## config.mk

```make
export PLATFORM = sky130hd
export DESIGN_NAME = motion_odometer_mm
export DESIGN_NICKNAME = d
export VERILOG_FILES = /design/src/design/modo_pkg.sv /design/src/design/motion_odometer_mm.sv
export SDC_FILE = /design/constraint.sdc
export NUM_CORES = 1
export LEC_CHECK = 0
export ABC_AREA = 0
export BUFFER_PORTS_ARGS = -buffer_cell sky130_fd_sc_hd__buf_4
export CORE_UTILIZATION = 55
export DETAILED_ROUTE_END_ITERATION = 8
export GPL_TIMING_DRIVEN = 0
export PLACE_DENSITY = 0.78
export SLEW_MARGIN = 20
export SYNTH_ARGS = -nofsm -noshare
export SYNTH_HDL_FRONTEND = slang
export SYNTH_SLANG_ARGS = --single-unit
export TNS_END_PERCENT = 5
```

## constraint.sdc

```tcl
create_clock -name clk_i -period 6.2 [get_ports clk_i]
set_clock_uncertainty 0.2 [all_clocks]
set_input_delay 0.93 -clock clk_i [delete_from_list [all_inputs] [get_ports clk_i]]
set_output_delay 0.93 -clock clk_i [all_outputs]
set_load 0.03 [all_outputs]
```

## src/design/modo_pkg.sv

```systemverilog
package modo_pkg;

  // beat on the input channel
  typedef struct packed {
    logic signed [15:0] move_x;
    logic signed [15:0] move_y;
    logic        [7:0]  motion_status;
    logic        [7:0]  surface_quality;
    logic        [7:0]  pixel_total;
  } in_beat_t;

  // beat on the output channel
  typedef struct packed {
    logic signed [31:0] distance_x_mm;
    logic signed [31:0] distance_y_mm;
    logic        [7:0]  status_out;
    logic        [7:0]  quality_out;
    logic        [7:0]  pixel_out;
  } out_beat_t;

  localparam int unsigned CpiW    = 14;
  localparam logic [CpiW-1:0] CpiReset = 14'd200;
  localparam int unsigned TotW    = 32;
  // |total| * 254 stays below 2^39
  localparam int unsigned NumW    = 40;
  // 10 * cpi stays below 2^18
  localparam int unsigned RemW    = 18;
  localparam int unsigned DigitW  = 2;
  localparam int unsigned DivSteps = NumW / DigitW;
  localparam int unsigned CntW    = $clog2(DivSteps);
  localparam logic [CntW-1:0] LastStep = CntW'(DivSteps - 1);

  typedef enum logic [5:0] {
    S_IDLE = 6'b000001,
    S_ABS  = 6'b000010,
    S_MUL  = 6'b000100,
    S_DIV  = 6'b001000,
    S_FIN  = 6'b010000,
    S_OUT  = 6'b100000
  } state_e;

endpackage

```

## src/design/motion_odometer_mm.sv

```systemverilog
// motion odometer: each input beat carries one motion report; the x and y counts are added
// to two wrapping 32-bit totals, and each total is turned into millimetres as
// total * 254 / (10 * counts_per_inch), truncated toward zero and saturated to 32 bits
// (a zero resolution gives zero distance). one shared radix-4 restoring divider handles
// x and then y, two quotient bits per cycle over a 40-bit dividend. from input accept to
// output valid a report passes, per axis, the magnitude and divisor state, the *254
// shift-subtract state, the divide steps and the sign and saturation state, and then
// the output-load state, after which the block is back in idle and can take the next
// report; a stalled output holds the block in the output-load state.
// one report is in flight at a time; a finished beat waits in the output register while
// the next report is taken in. the user must write counts_per_inch through cfg_we_i /
// cfg_data_i only while the block is idle; the block itself does not enforce this.
module motion_odometer_mm
  import modo_pkg::*;
(
  input  logic            clk_i,
  input  logic            rst_ni,
  input  logic            in_valid_i,
  output logic            in_ready_o,
  input  in_beat_t        in_data_i,
  output logic            out_valid_o,
  input  logic            out_ready_i,
  output out_beat_t       out_data_o,
  input  logic            cfg_we_i,
  input  logic [CpiW-1:0] cfg_data_i
);

  state_e            st_q, st_d;
  logic [CpiW-1:0]   cpi_q;
  logic [TotW-1:0]   tot_x_q, tot_y_q;
  logic [7:0]        stat_q, qual_q, pix_q;
  logic              axis_q;          // 0: x, 1: y
  logic              neg_q;
  logic [TotW-1:0]   mag_q;
  logic [NumW-1:0]   num_q;           // dividend, shifts into quotient
  logic [RemW-1:0]   rem_q;
  logic [RemW-1:0]   div_q;
  logic [CntW-1:0]   cnt_q;
  logic [TotW-1:0]   dx_q;
  logic [TotW-1:0]   res;
  logic              out_valid_q;
  out_beat_t         out_q;

  logic              in_fire;
  logic [TotW-1:0]   sel_tot;
  logic [RemW-1:0]   rem_nx;
  logic [NumW-1:0]   num_nx;

  assign in_ready_o  = (st_q == S_IDLE);
  assign in_fire     = in_valid_i && in_ready_o;
  assign out_valid_o = out_valid_q;
  assign out_data_o  = out_q;
  assign sel_tot     = axis_q ? tot_y_q : tot_x_q;

  // two restoring divide steps
  always_comb begin
    logic [RemW:0]   trial;
    logic [RemW-1:0] r;
    logic [NumW-1:0] n;
    r = rem_q;
    n = num_q;
    for (int i = 0; i < DigitW; i++) begin
      trial = {r, n[NumW-1]};
      n = {n[NumW-2:0], 1'b0};
      if (trial >= {1'b0, div_q}) begin
        trial = trial - {1'b0, div_q};
        n[0] = 1'b1;
      end
      r = trial[RemW-1:0];
    end
    rem_nx = r;
    num_nx = n;
  end

  // sign, saturation and the zero-resolution case
  always_comb begin
    if (div_q == '0) begin
      res = '0;
    end else if (neg_q) begin
      if (num_q > NumW'(64'h8000_0000)) res = 32'h8000_0000;
      else res = -num_q[TotW-1:0];
    end else if (|num_q[NumW-1:TotW-1]) begin
      res = 32'h7fff_ffff;
    end else begin
      res = num_q[TotW-1:0];
    end
  end

  // sequencer
  always_comb begin
    st_d = st_q;
    unique case (st_q)
      S_IDLE: if (in_fire) st_d = S_ABS;
      S_ABS:  st_d = S_MUL;
      S_MUL:  st_d = S_DIV;
      S_DIV:  if (cnt_q == LastStep) st_d = S_FIN;
      S_FIN:  st_d = axis_q ? S_OUT : S_ABS;
      S_OUT:  if (!out_valid_q || out_ready_i) st_d = S_IDLE;
      default: st_d = S_IDLE;
    endcase
  end

  always_ff @(posedge clk_i or negedge rst_ni) begin
    if (!rst_ni) begin
      st_q        <= S_IDLE;
      cpi_q       <= CpiReset;
      tot_x_q     <= '0;
      tot_y_q     <= '0;
      axis_q      <= 1'b0;
      cnt_q       <= '0;
      out_valid_q <= 1'b0;
    end else begin
      st_q <= st_d;
      if (cfg_we_i) cpi_q <= cfg_data_i;
      // load wins over drain when a new beat replaces the one just taken
      if (st_q == S_OUT && (!out_valid_q || out_ready_i)) out_valid_q <= 1'b1;
      else if (out_valid_q && out_ready_i) out_valid_q <= 1'b0;
      unique case (st_q)
        S_IDLE: begin
          if (in_fire) begin
            // running totals wrap mod 2^32
            tot_x_q <= tot_x_q + TotW'(signed'(in_data_i.move_x));
            tot_y_q <= tot_y_q + TotW'(signed'(in_data_i.move_y));
            axis_q  <= 1'b0;
          end
        end
        S_MUL:  cnt_q <= '0;
        S_DIV:  cnt_q <= cnt_q + 1'b1;
        S_FIN:  axis_q <= 1'b1;
        default: ;
      endcase
    end
  end

  // datapath, no reset needed
  always_ff @(posedge clk_i) begin
    if (in_fire) begin
      stat_q <= in_data_i.motion_status;
      qual_q <= in_data_i.surface_quality;
      pix_q  <= in_data_i.pixel_total;
    end
    case (st_q)
      S_ABS: begin
        neg_q <= sel_tot[TotW-1];
        mag_q <= sel_tot[TotW-1] ? -sel_tot : sel_tot;
        // 10 * cpi as 8 * cpi + 2 * cpi
        div_q <= {1'b0, cpi_q, 3'b000} + {3'b000, cpi_q, 1'b0};
      end
      S_MUL: begin
        // |total| * 254 as 256x - 2x
        num_q <= {mag_q, 8'h00} - {7'h00, mag_q, 1'b0};
        rem_q <= '0;
      end
      S_DIV: begin
        num_q <= num_nx;
        rem_q <= rem_nx;
      end
      S_FIN: if (!axis_q) dx_q <= res;
      S_OUT: begin
        if (!out_valid_q || out_ready_i) begin
          out_q.distance_x_mm <= dx_q;
          out_q.distance_y_mm <= res;
          out_q.status_out    <= stat_q;
          out_q.quality_out   <= qual_q;
          out_q.pixel_out     <= pix_q;
        end
      end
      default: ;
    endcase
  end

  // y result is taken straight from the saturation logic at output load
  // num_q and neg_q still hold the y axis during S_OUT

  a_onehot: assert property (@(posedge clk_i) disable iff (!rst_ni) $onehot(st_q))
    else $error("sequencer state not one-hot");

  a_rem_below_div: assert property (@(posedge clk_i) disable iff (!rst_ni)
    (st_q == S_DIV && div_q != '0) |-> rem_q < div_q)
    else $error("divider remainder not below divisor");

  a_div_end: assert property (@(posedge clk_i) disable iff (!rst_ni)
    (st_q == S_DIV && cnt_q == LastStep) |=> st_q == S_FIN)
    else $error("divider did not finish after last step");

  a_busy_after_accept: assert property (@(posedge clk_i) disable iff (!rst_ni)
    (in_valid_i && in_ready_o) |=> !in_ready_o)
    else $error("second report taken while one is in flight");

endmodule

```

# --- Word level (Yosys, flattened, before mapping) ---
# Index checks and enable logic that the tools add are counted.
word_totals:
  ff_bits: 344
  inputBits: 75
  word_cells: 82
  output_inout_bits: 90
classes:
  magnitude_cmp: 3
  n_reduce_logical: 15
  bitwise: 1
  muxes: 22
  n_eq_ne: 10
  add_sub_neg: 9
ops:
  columns: ["operator", "count"]
  rows:
  - ["two-way mux 32 bit", 5]
  - ["one-hot mux 40 bit (2 select lines)", 1]
  - ["adder 32 bit", 2]
  - ["negation 32 bit", 2]
  - ["greater-than comparator 40 x 32 -> 1 bit (second input constant)", 1]
  - ["subtractor 40 x 33 -> 40 bit", 1]
  - ["greater-or-equal comparator 19 x 18 -> 1 bit", 2]
  - ["two-way mux 18 bit", 2]
  - ["one-hot mux 18 bit (2 select lines)", 1]
  - ["one-hot mux 6 bit (6 select lines)", 1]
  - ["subtractor 18 bit", 2]
  - ["two-way mux 31 bit", 1]
  - ["two-way mux 6 bit", 4]
  - ["adder 17 x 15 -> 18 bit", 1]
  - ["logical NOT 18 bit", 1]
  - ["one-hot mux 5 bit (2 select lines)", 1]
  - ["OR reduction 9 bit", 1]
  - ["AND reduction 2 bit", 4]
  - ["equality test 6 x 1 -> 1 bit (second input constant)", 1]
  - ["equality test 6 x 2 -> 1 bit (second input constant)", 1]
  - ["equality test 6 x 3 -> 1 bit (second input constant)", 1]
  - ["equality test 6 x 4 -> 1 bit (second input constant)", 1]
  - ["equality test 6 x 5 -> 1 bit (second input constant)", 1]
  - ["equality test 6 bit (second input constant)", 1]
  - ["12 further kinds", 21]

# --- Longest topological paths before layout ---
# Gate-level depths: netlist (run 1).
logic_depth:
  word_depth: 5
  depth_mapped: 25
  mapped_depth_nobuf: 23

# --- Worst setup path after synthesis (run 1) ---
# Ideal clock, no wire load.
synth_path:
  kind: "register to register"
  start: "register st_q[3]"
  end: "register out_q (netlist bit out_data_o[0]), enable pin"
  required_time_ns: 5.456
  synth_period_minus_slack_ns: 5.802
  path_slack_ns: 0.398
  stages_incl_launch_ff: 5
  n_path_buf: 1
  setup_time_ns: 0.544
  t_arrival_ns: 5.058
  cell_sequence: "dfrtp_1 -> clkbuf_1 -> nor4_1 -> nand3b_1 -> nor2b_1"
synth_via:
  elab_chain_len: 2
synth_lines:
  columns: ["element", "line", "rtl"]
  rows:
  - ["from (decl)", "motion_odometer_mm.sv:28", "state_e st_q, st_d;"]
  - ["from (signal assigned)", "motion_odometer_mm.sv:113", "st_q <= st_d;"]
  - ["equality test 6 bit", "motion_odometer_mm.sv:142", "case (st_q)"]
  - ["AND reduction 2 bit (no line)", null, null]
  - ["to (decl)", "motion_odometer_mm.sv:42", "out_beat_t out_q;"]
# No other way between the ends.
# A chain may end at the register's enable or synchronous reset.

# --- Worst setup path after layout (run 1) ---
layout_path:
  start: "register div_q[1]"
  end: "register rem_q[2], data pin"
layout_via:
  elab_chain_len: 5
  elab_cells_between_ends: 7
  classes_between: "add/sub (2); order compare (2); mux (3)"
layout_lines:
  columns: ["element", "line", "rtl"]
  rows:
  - ["from (decl)", "motion_odometer_mm.sv:37", "logic [RemW-1:0] div_q;"]
  - ["from (signal assigned)", "motion_odometer_mm.sv:147", "div_q <= {1'b0, cpi_q, 3'b000} + {3'b000, cpi_q, 1'b0};"]
  - ["subtractor 18 bit / greater-or-equal comparator 19 x 18 -> 1 bit (equally long branches)", "motion_odometer_mm.sv:66, motion_odometer_mm.sv:65", null]
  - ["two-way mux 18 bit", "motion_odometer_mm.sv:65", "if (trial >= {1'b0, div_q}) begin"]
  - ["subtractor 18 bit / greater-or-equal comparator 19 x 18 -> 1 bit (equally long branches)", "motion_odometer_mm.sv:66, motion_odometer_mm.sv:65", null]
  - ["two-way mux 18 bit *", "motion_odometer_mm.sv:65", null]
  - ["one-hot mux 18 bit (2 select lines) *", "motion_odometer_mm.sv:142", null]
  - ["to (signal assigned)", "motion_odometer_mm.sv:156", "rem_q <= rem_nx;"]
  - ["to (decl)", "motion_odometer_mm.sv:36", "logic [RemW-1:0] rem_q;"]
# Every way passes the cells marked *; elsewhere a longest branch is shown, timed or not.

==> results.sh, run 1 <==
export IMPL_cts_tree="done"
export IMPL_cp_slowest_stage_delay_ns=0.45
export IMPL_grt_pass1_vias=15700
export IMPL_die_width_um=195
export IMPL_wl_per_cell_um=18.5
export IMPL_vias=16200
export IMPL_synthCells=1990
export IMPL_viasPerCell=6.01
export IMPL_power_density_nw_per_um2=440
export IMPL_port_buffers=163
export IMPL_r2r_slack_ns=0.29
export IMPL_syn_avg_cell_area_um2=10.3
export IMPL_die_area_um2=38100
export IMPL_fmaxAchievable_mhz=169
export IMPL_relSlewSlack_pct=40.0
export IMPL_diodes=0
export IMPL_netlist_area_leader_share_pct=36.9
export IMPL_htree_levels=2
export IMPL_dieHeight_um=195
export IMPL_power_mw=10.5
export IMPL_p_leak_nw=9.69
export IMPL_synth_edf_count=252
export IMPL_pin_count=165
export IMPL_drt_pass1_iter_count=5
export IMPL_place_inst=2626
export IMPL_syn_cell_area_um2=20500
export IMPL_grt_ovfl_total=0
export IMPL_initial_core_util_pct=56.0
export IMPL_cts_hold_buf=0
export IMPL_cts_buffer_depth=3
export IMPL_drive_gt1_share_pct=13.8
export IMPL_hold_path_class="flip-flop to flip-flop"
export IMPL_clock_sinks=343
export IMPL_clock_latency_ns=0.56
export IMPL_area_delta_synth_final_pct=16.6
export IMPL_yosys_warnings=0
export IMPL_antenna_left=0
export IMPL_setup_slack_ns=0.288
export IMPL_synth_cell_types=76
export IMPL_crit_fanout=10
export IMPL_critPathMostFrequentCell="a21o_1"
export IMPL_clkTransAtPathRegs_ns=0.06
export IMPL_max_cap_violations=0
export IMPL_rsz0062_at_grt="no"
export IMPL_fin_crit_sh_pct=95.3
export IMPL_grt_start_max_net_pins=92
export IMPL_antenna_found_initial=0
export IMPL_cp_end_kind="flip-flop"
export IMPL_numCtsBuffers=38
export IMPL_fp_coreArea_um2=36600
export IMPL_crit_required_ns=6.27
export IMPL_path_delay_family="compound AO/OA/AOI/OAI gates"
export IMPL_cp_start_kind="flip-flop"
export IMPL_grt_first_pass_wirelength_um=80400
export IMPL_ir_drop_mv=0.321
export IMPL_yosysMostFrequentCell="edfxtp_1"
export IMPL_fin_nets=2420
export IMPL_critPathSlowestCell="edfxtp_1"
export IMPL_synthFlopType="edfxtp_1"
export IMPL_cts_root_buffer="clkbuf_16"
export IMPL_syn_nets=2207
export IMPL_drt_iter0_markers=1315
export IMPL_synth_top_area_cell="edfxtp_1"
export IMPL_drt_wl_total_um=49900
export IMPL_max_slew_worst_pin_slew_ns=0.900
export IMPL_status="complete, no violations"
export IMPL_finalSetupViolCount=0
export IMPL_ys_seq_area_share_pct=48.0
export IMPL_place_congestion=0.971
export IMPL_ys_ff_latch=343
export IMPL_final_max_slew_violation_count=0
export IMPL_synth_area_leaders="edfxtp_1, dfrtp_1, ha_1, a21oi_1, o21ai_0"
export IMPL_final_cells=2697
export IMPL_hpwl_um=37400
export IMPL_worstPathCellList="ha_1 -> inv_1 -> fa_2 -> a211oi_2 -> o211ai_1 -> a31oi_2 -> a311oi_2 -> o21ai_1 -> nand2_2 -> buf_4 -> mux2_2 -> ha_1 -> a21o_1 -> a21o_1 -> a2111oi_4 -> o31ai_2 -> a221o_1 -> a21o_1 -> a221oi_2 -> o21ai_1 -> buf_6 -> mux2i_1 -> nor2_1"
export IMPL_critical_path_class="flip-flop to flip-flop"
export IMPL_fin_crit_ns=5.91
export IMPL_crit_buf_inv=3
export IMPL_tns_ns=0
export IMPL_synthArstFlopShare_pct=26.5
export IMPL_netlist_top_cells_count="edfxtp_1, nor2_1, nand2_1"
export IMPL_hold_viol_final=0
export IMPL_preCtsSetupSlack_ns=-1.17
export IMPL_drc=0
export IMPL_cp_arrival_ns=5.98
export IMPL_rows=70
export IMPL_grt_util_all_layers_pct=26.3
==> state kept, by name, indices dropped and copies added (netlist names) <==
name         cells
out_valid_o      1
out_data_o      88
axis_q           1
dx_q            32
rem_q           18
div_q           17
num_q           40
tot_y_q         32
cpi_q           14
stat_q           8
cnt_q            5
neg_q            1
tot_x_q         32
st_q             6
mag_q           32
qual_q           8
pix_q            8
==> cell type report <==
type	count	area, µm²
buffer	58	250
inverter	98	370
clock buffer	41	983
tap	468	586
timing repair buffer	173	1370
clock inverter	25	359
fill	2823	12700
multi-input combinational	1491	10100
sequential	343	9850
==> repair_timing <==
item,in CTS,in global routing
setup buffers,3,2
pin swaps,1,5
endpoints found under the setup margin,23,21
hold endpoints to repair,0,0
resized for setup,17,12
==> cells by family after synthesis <==
group | Yosys count | synth area share, %
AO/OA/AOI/OAI | 556 | 17.1
XOR/XNOR | 161 | 6.88
adder cells (fa/ha/maj) | 142 | 8.85
buffers and inverters | 156 | 2.90
flip-flops | 343 | 48.0
multiplexers | 56 | 2.87
AND/OR/NAND/NOR | 576 | 13.4
==> power breakdown <==
part | total [mW] | switching, mW | internal, mW
registers | 3.48 | 0.438 | 3.05
logic | 4.60 | 2.64 | 1.96
clock network | 2.44 | 0.923 | 1.52
total | 10.5 | 4.00 | 6.53
==> path summary, 6_finish.rpt <==
kind                       cells past startpoint                      end          startpoint
min in group asynchronous                      1  tot_x_q[28]$_DFFE_PN0P_              rst_ni
min reg2reg                                    0  out_data_o[3]$_DFFE_PP_  pix_q[3]$_DFFE_PP_
min                                            0  out_data_o[3]$_DFFE_PP_  pix_q[3]$_DFFE_PP_
max in group asynchronous                      1    cpi_q[12]$_DFFE_PN0P_              rst_ni
max reg2reg                                   23   rem_q[2]$_SDFFCE_PN0P_  div_q[1]$_DFFE_PN_
max                                           23   rem_q[2]$_SDFFCE_PN0P_  div_q[1]$_DFFE_PN_
==> layout by cell type, fill, tap and decap left out, types with 40 or more instances in the layout <==
cell type,synthesis,final
nor3_1,43,43
edfxtp_1,252,252
inv_1,98,96
xor2_1,74,74
nand2b_1,40,40
o21ai_0,153,151
buf_4,0,169
clkbuf_1,51,48
dfrtp_1,87,87
a21oi_1,155,155
nor2_1,177,176
nand2_1,168,167
xnor2_1,87,87
ha_1,137,137
a21o_1,53,53
==> layer usage <==
metal | part of all wire, % | wire [µm] | vias to the layer above | global-route usage, %
met5 | 0 | 0 | - | 0
met4 | 3.1 | 1570 | 0 | 9.89
met3 | 6.4 | 3210 | 100 | 4.51
met2 | 47 | 23400 | 659 | 42.8
met1 | 43 | 21700 | 7642 | 35.2
li1 | - | - | 7802 | -
==> stage by stage <==
step | utilization, % | hold WS [ns] | area [µm²]
2_1_floorplan | - | 0.200 | 20500
3_3_place_gp | 61.0 | 0.200 | 22300
3_5_place_dp | 61.3 | 0.205 | 22500
4_1_cts | 65.2 | 0.217 | 23900
5_1_grt | 65.3 | 0.223 | 23900
6_report | 65.3 | 0.216 | 23900
Power figures use the tool's default switching activity.
==> inputs of run 2 (changes only) <==
SETUP_SLACK_MARGIN = 0.5   (was unset)
==> run 2 against run 1 <==
Net effect:
- die area did not move
- routed wire length rose by 0.76%
- power fell by 1.2%
- final cell count rose by 0.59%
- cell area rose by 0.43%
- maximum frequency fell by 0.21%
- register-to-register slack barely moved
- clock power fell by 9.4%
- sequential share of layout area fell by 0.18 points
- sequential power barely moved
- largest cell class unchanged
==> results.sh, run 2 (synthesized netlist as in run 1, its figures left out) <==
export IMPL_p_sw_mw=3.98
export IMPL_fin_nets=2436
export IMPL_reg2reg_depth=24
export IMPL_relSlewSlack_pct=43.0
export IMPL_met2_usage_pct=44.7
export IMPL_diodes=0
export IMPL_fp_coreArea_um2=36600
export IMPL_viasPerCell=5.97
export IMPL_largest_reg_flops=88
export IMPL_r2r_start="div_q[1]$_DFFE_PN_"
export IMPL_pin_count=165
export IMPL_ir_drop_mv=0.267
export IMPL_sequentialPowerShare_pct=33.5
export IMPL_r2r_slack_ns=0.28
export IMPL_power_mw=10.4
export IMPL_grt_first_pass_wirelength_um=80400
export IMPL_hpwl_um=37900
export IMPL_wl_per_cell_um=18.5
export IMPL_final_max_slew_violation_count=0
export IMPL_place_inst=2626
export IMPL_grt_start_max_net_pins=92
export IMPL_p_int_mw=6.42
export IMPL_cts_buffer_depth=3
export IMPL_combPwrFrac_pct=45.3
export IMPL_worstHoldPathCells=0
export IMPL_antenna_left=0
export IMPL_final_cells=2713
export IMPL_hold_viol_final=0
export IMPL_fin_util_pct=65.6
export IMPL_r2r_end="rem_q[2]$_SDFFCE_PN0P_"
export IMPL_layout_commonest_cell="edfxtp_1"
export IMPL_clockPowerShare_pct=21.2
export IMPL_power_density_nw_per_um2=433
export IMPL_startpoint="div_q[1]$_DFFE_PN_"
export IMPL_vias=16200
export IMPL_drt_wl_total_um=50300
export IMPL_grt_util_all_layers_pct=26.3
export IMPL_finalSetupViolCount=0
export IMPL_rsz0062_at_grt="yes"
export IMPL_clkTransAtPathRegs_ns=0.06
export IMPL_busiest_layer="met2"
export IMPL_cp_endpoint="rem_q[2]$_SDFFCE_PN0P_"
export IMPL_dieHeight_um=195
export IMPL_preCtsSetupSlack_ns=-0.866
export IMPL_fillers=2881
export IMPL_antenna_found_initial=0
export IMPL_hold_path_class="flip-flop to flip-flop"
export IMPL_grt_pass1_vias=15700
export IMPL_drt_pass1_iter_count=6
export IMPL_critical_path_class="flip-flop to flip-flop"
export IMPL_clock_sinks=343
export IMPL_cp_start_kind="flip-flop"
export IMPL_die_area_um2=38100
export IMPL_cp_end_kind="flip-flop"
export IMPL_fmaxAchievable_mhz=169
export IMPL_cts_root_buffer="clkbuf_16"
export IMPL_cts_tree="done"
export IMPL_gr_usage_met3_pct=3.71
export IMPL_rows=70
export IMPL_numCtsBuffers=37
export IMPL_fin_crit_sh_pct=95.5
export IMPL_fin_crit_ns=5.92
export IMPL_p_sw_share_pct=38.3
export IMPL_drt_iter0_markers=1022
export IMPL_final_cell_mix="edfxtp_1, buf_4, nor2_1"
export IMPL_grt_ovfl_total=0
export IMPL_drive_gt1_share_pct=14.6
export IMPL_place_congestion=0.996
export IMPL_initial_core_util_pct=56.0
export IMPL_crit_fanout=6
export IMPL_met1_usage_pct=34.5
export IMPL_die_width_um=195
export IMPL_setup_slack_ns=0.276
export IMPL_p_leak_nw=9.75
export IMPL_max_cap_violations=0
export IMPL_status="complete, no violations"
export IMPL_crit_required_ns=6.26
export IMPL_port_buffers=163
export IMPL_htree_levels=2
export IMPL_cp_arrival_ns=5.98
export IMPL_area_delta_synth_final_pct=17.1
export IMPL_max_slew_worst_pin_slew_ns=0.854
export IMPL_clock_latency_ns=0.52
export IMPL_drc=0
==> run 2: cell types whose count changed in the layout (fill, tap and decap cells not counted), sizes merged <==
cell	before	now
bufinv	9	5
clkbuf	91	94
clkinv	12	11
buf	181	199
==> run 2: layout make-up <==
| cell class | instances | area (µm²) | area share (%) |
|---|---|---|---|
| well taps | 468 | 586 | 2.44 |
| clock inverters | 20 | 231 | 0.964 |
| inverters | 98 | 370 | 1.54 |
| plain buffers | 58 | 269 | 1.12 |
| clock buffers | 45 | 976 | 4.06 |
| multi-input cells | 1491 | 10200 | 42.4 |
| flip-flops and latches | 343 | 9850 | 41.0 |
| repair buffers | 190 | 1540 | 6.41 |
==> run 2: power groups by stage <==
stage	clock (mW)	combinational, mW	sequential, mW
after floorplan	0	3.53	3.33
after global placement	0	4.31	3.50
after detailed placement	0	4.44	3.51
after CTS	2.25	4.54	3.47
after global routing	2.33	5.23	3.53
final	2.21	4.71	3.49
==> run 2: worst min-delay path by stage <==
stage / slack (ns) / startpoint / endpoint
detailed placement: 0.20 / qual_q[2]$_DFFE_PP_ / out_data_o[10]$_DFFE_PP_
global placement: 0.20 / qual_q[5]$_DFFE_PP_ / out_data_o[13]$_DFFE_PP_
global route: 0.22 / dx_q[29]$_DFFE_PP_ / out_data_o[85]$_DFFE_PP_
CTS: 0.22 / qual_q[2]$_DFFE_PP_ / out_data_o[10]$_DFFE_PP_
finish: 0.22 / dx_q[29]$_DFFE_PP_ / out_data_o[85]$_DFFE_PP_
floorplan: 0.20 / pix_q[0]$_DFFE_PP_ / out_data_o[0]$_DFFE_PP_
==> run 2: timing repair <==
item	CTS	global route
hold buffers	0	0
resized for setup	30	23
endpoints found under the hold margin	0	0
cloned	1	1
pin swaps	4	16
setup endpoints to repair	25	21
buffers inserted	4	16
==> run 2: layer usage <==
metal  part of all wire [%]  wire [µm]
met1                     43      21700
met4                    2.8       1410
met3                    6.2       3100
met5                      0          0
met2                     48      24100
==> run 2: per-stage QoR <==
stage	area, µm²	hold WS [ns]	setup TNS (ns)
finish	24000	0.217	0
global route	24000	0.222	0
CTS	23800	0.218	0
detailed placement	22500	0.205	-14.74
global placement	22300	0.200	-13.51
floorplan	20500	0.200	0
==> run 2: critical path, cell delays in order (launching register included) <==
cell       delay (ns)
edfxtp_1         0.43
ha_2             0.23
inv_2            0.04
fa_2             0.42
a211oi_2         0.26
o211ai_1         0.15
a31oi_1          0.26
a311oi_2         0.17
o21ai_1          0.20
nand2_2          0.13
buf_8            0.16
nor2_2           0.10
a21oi_2          0.07
fa_2             0.36
a21o_1           0.18
a21o_1           0.23
a2111oi_4        0.46
o31ai_4          0.14
a221o_1          0.38
a21o_1           0.21
a221oi_4         0.29
o21ai_4          0.15
buf_6            0.18
mux2i_1          0.18
nor2_1           0.06
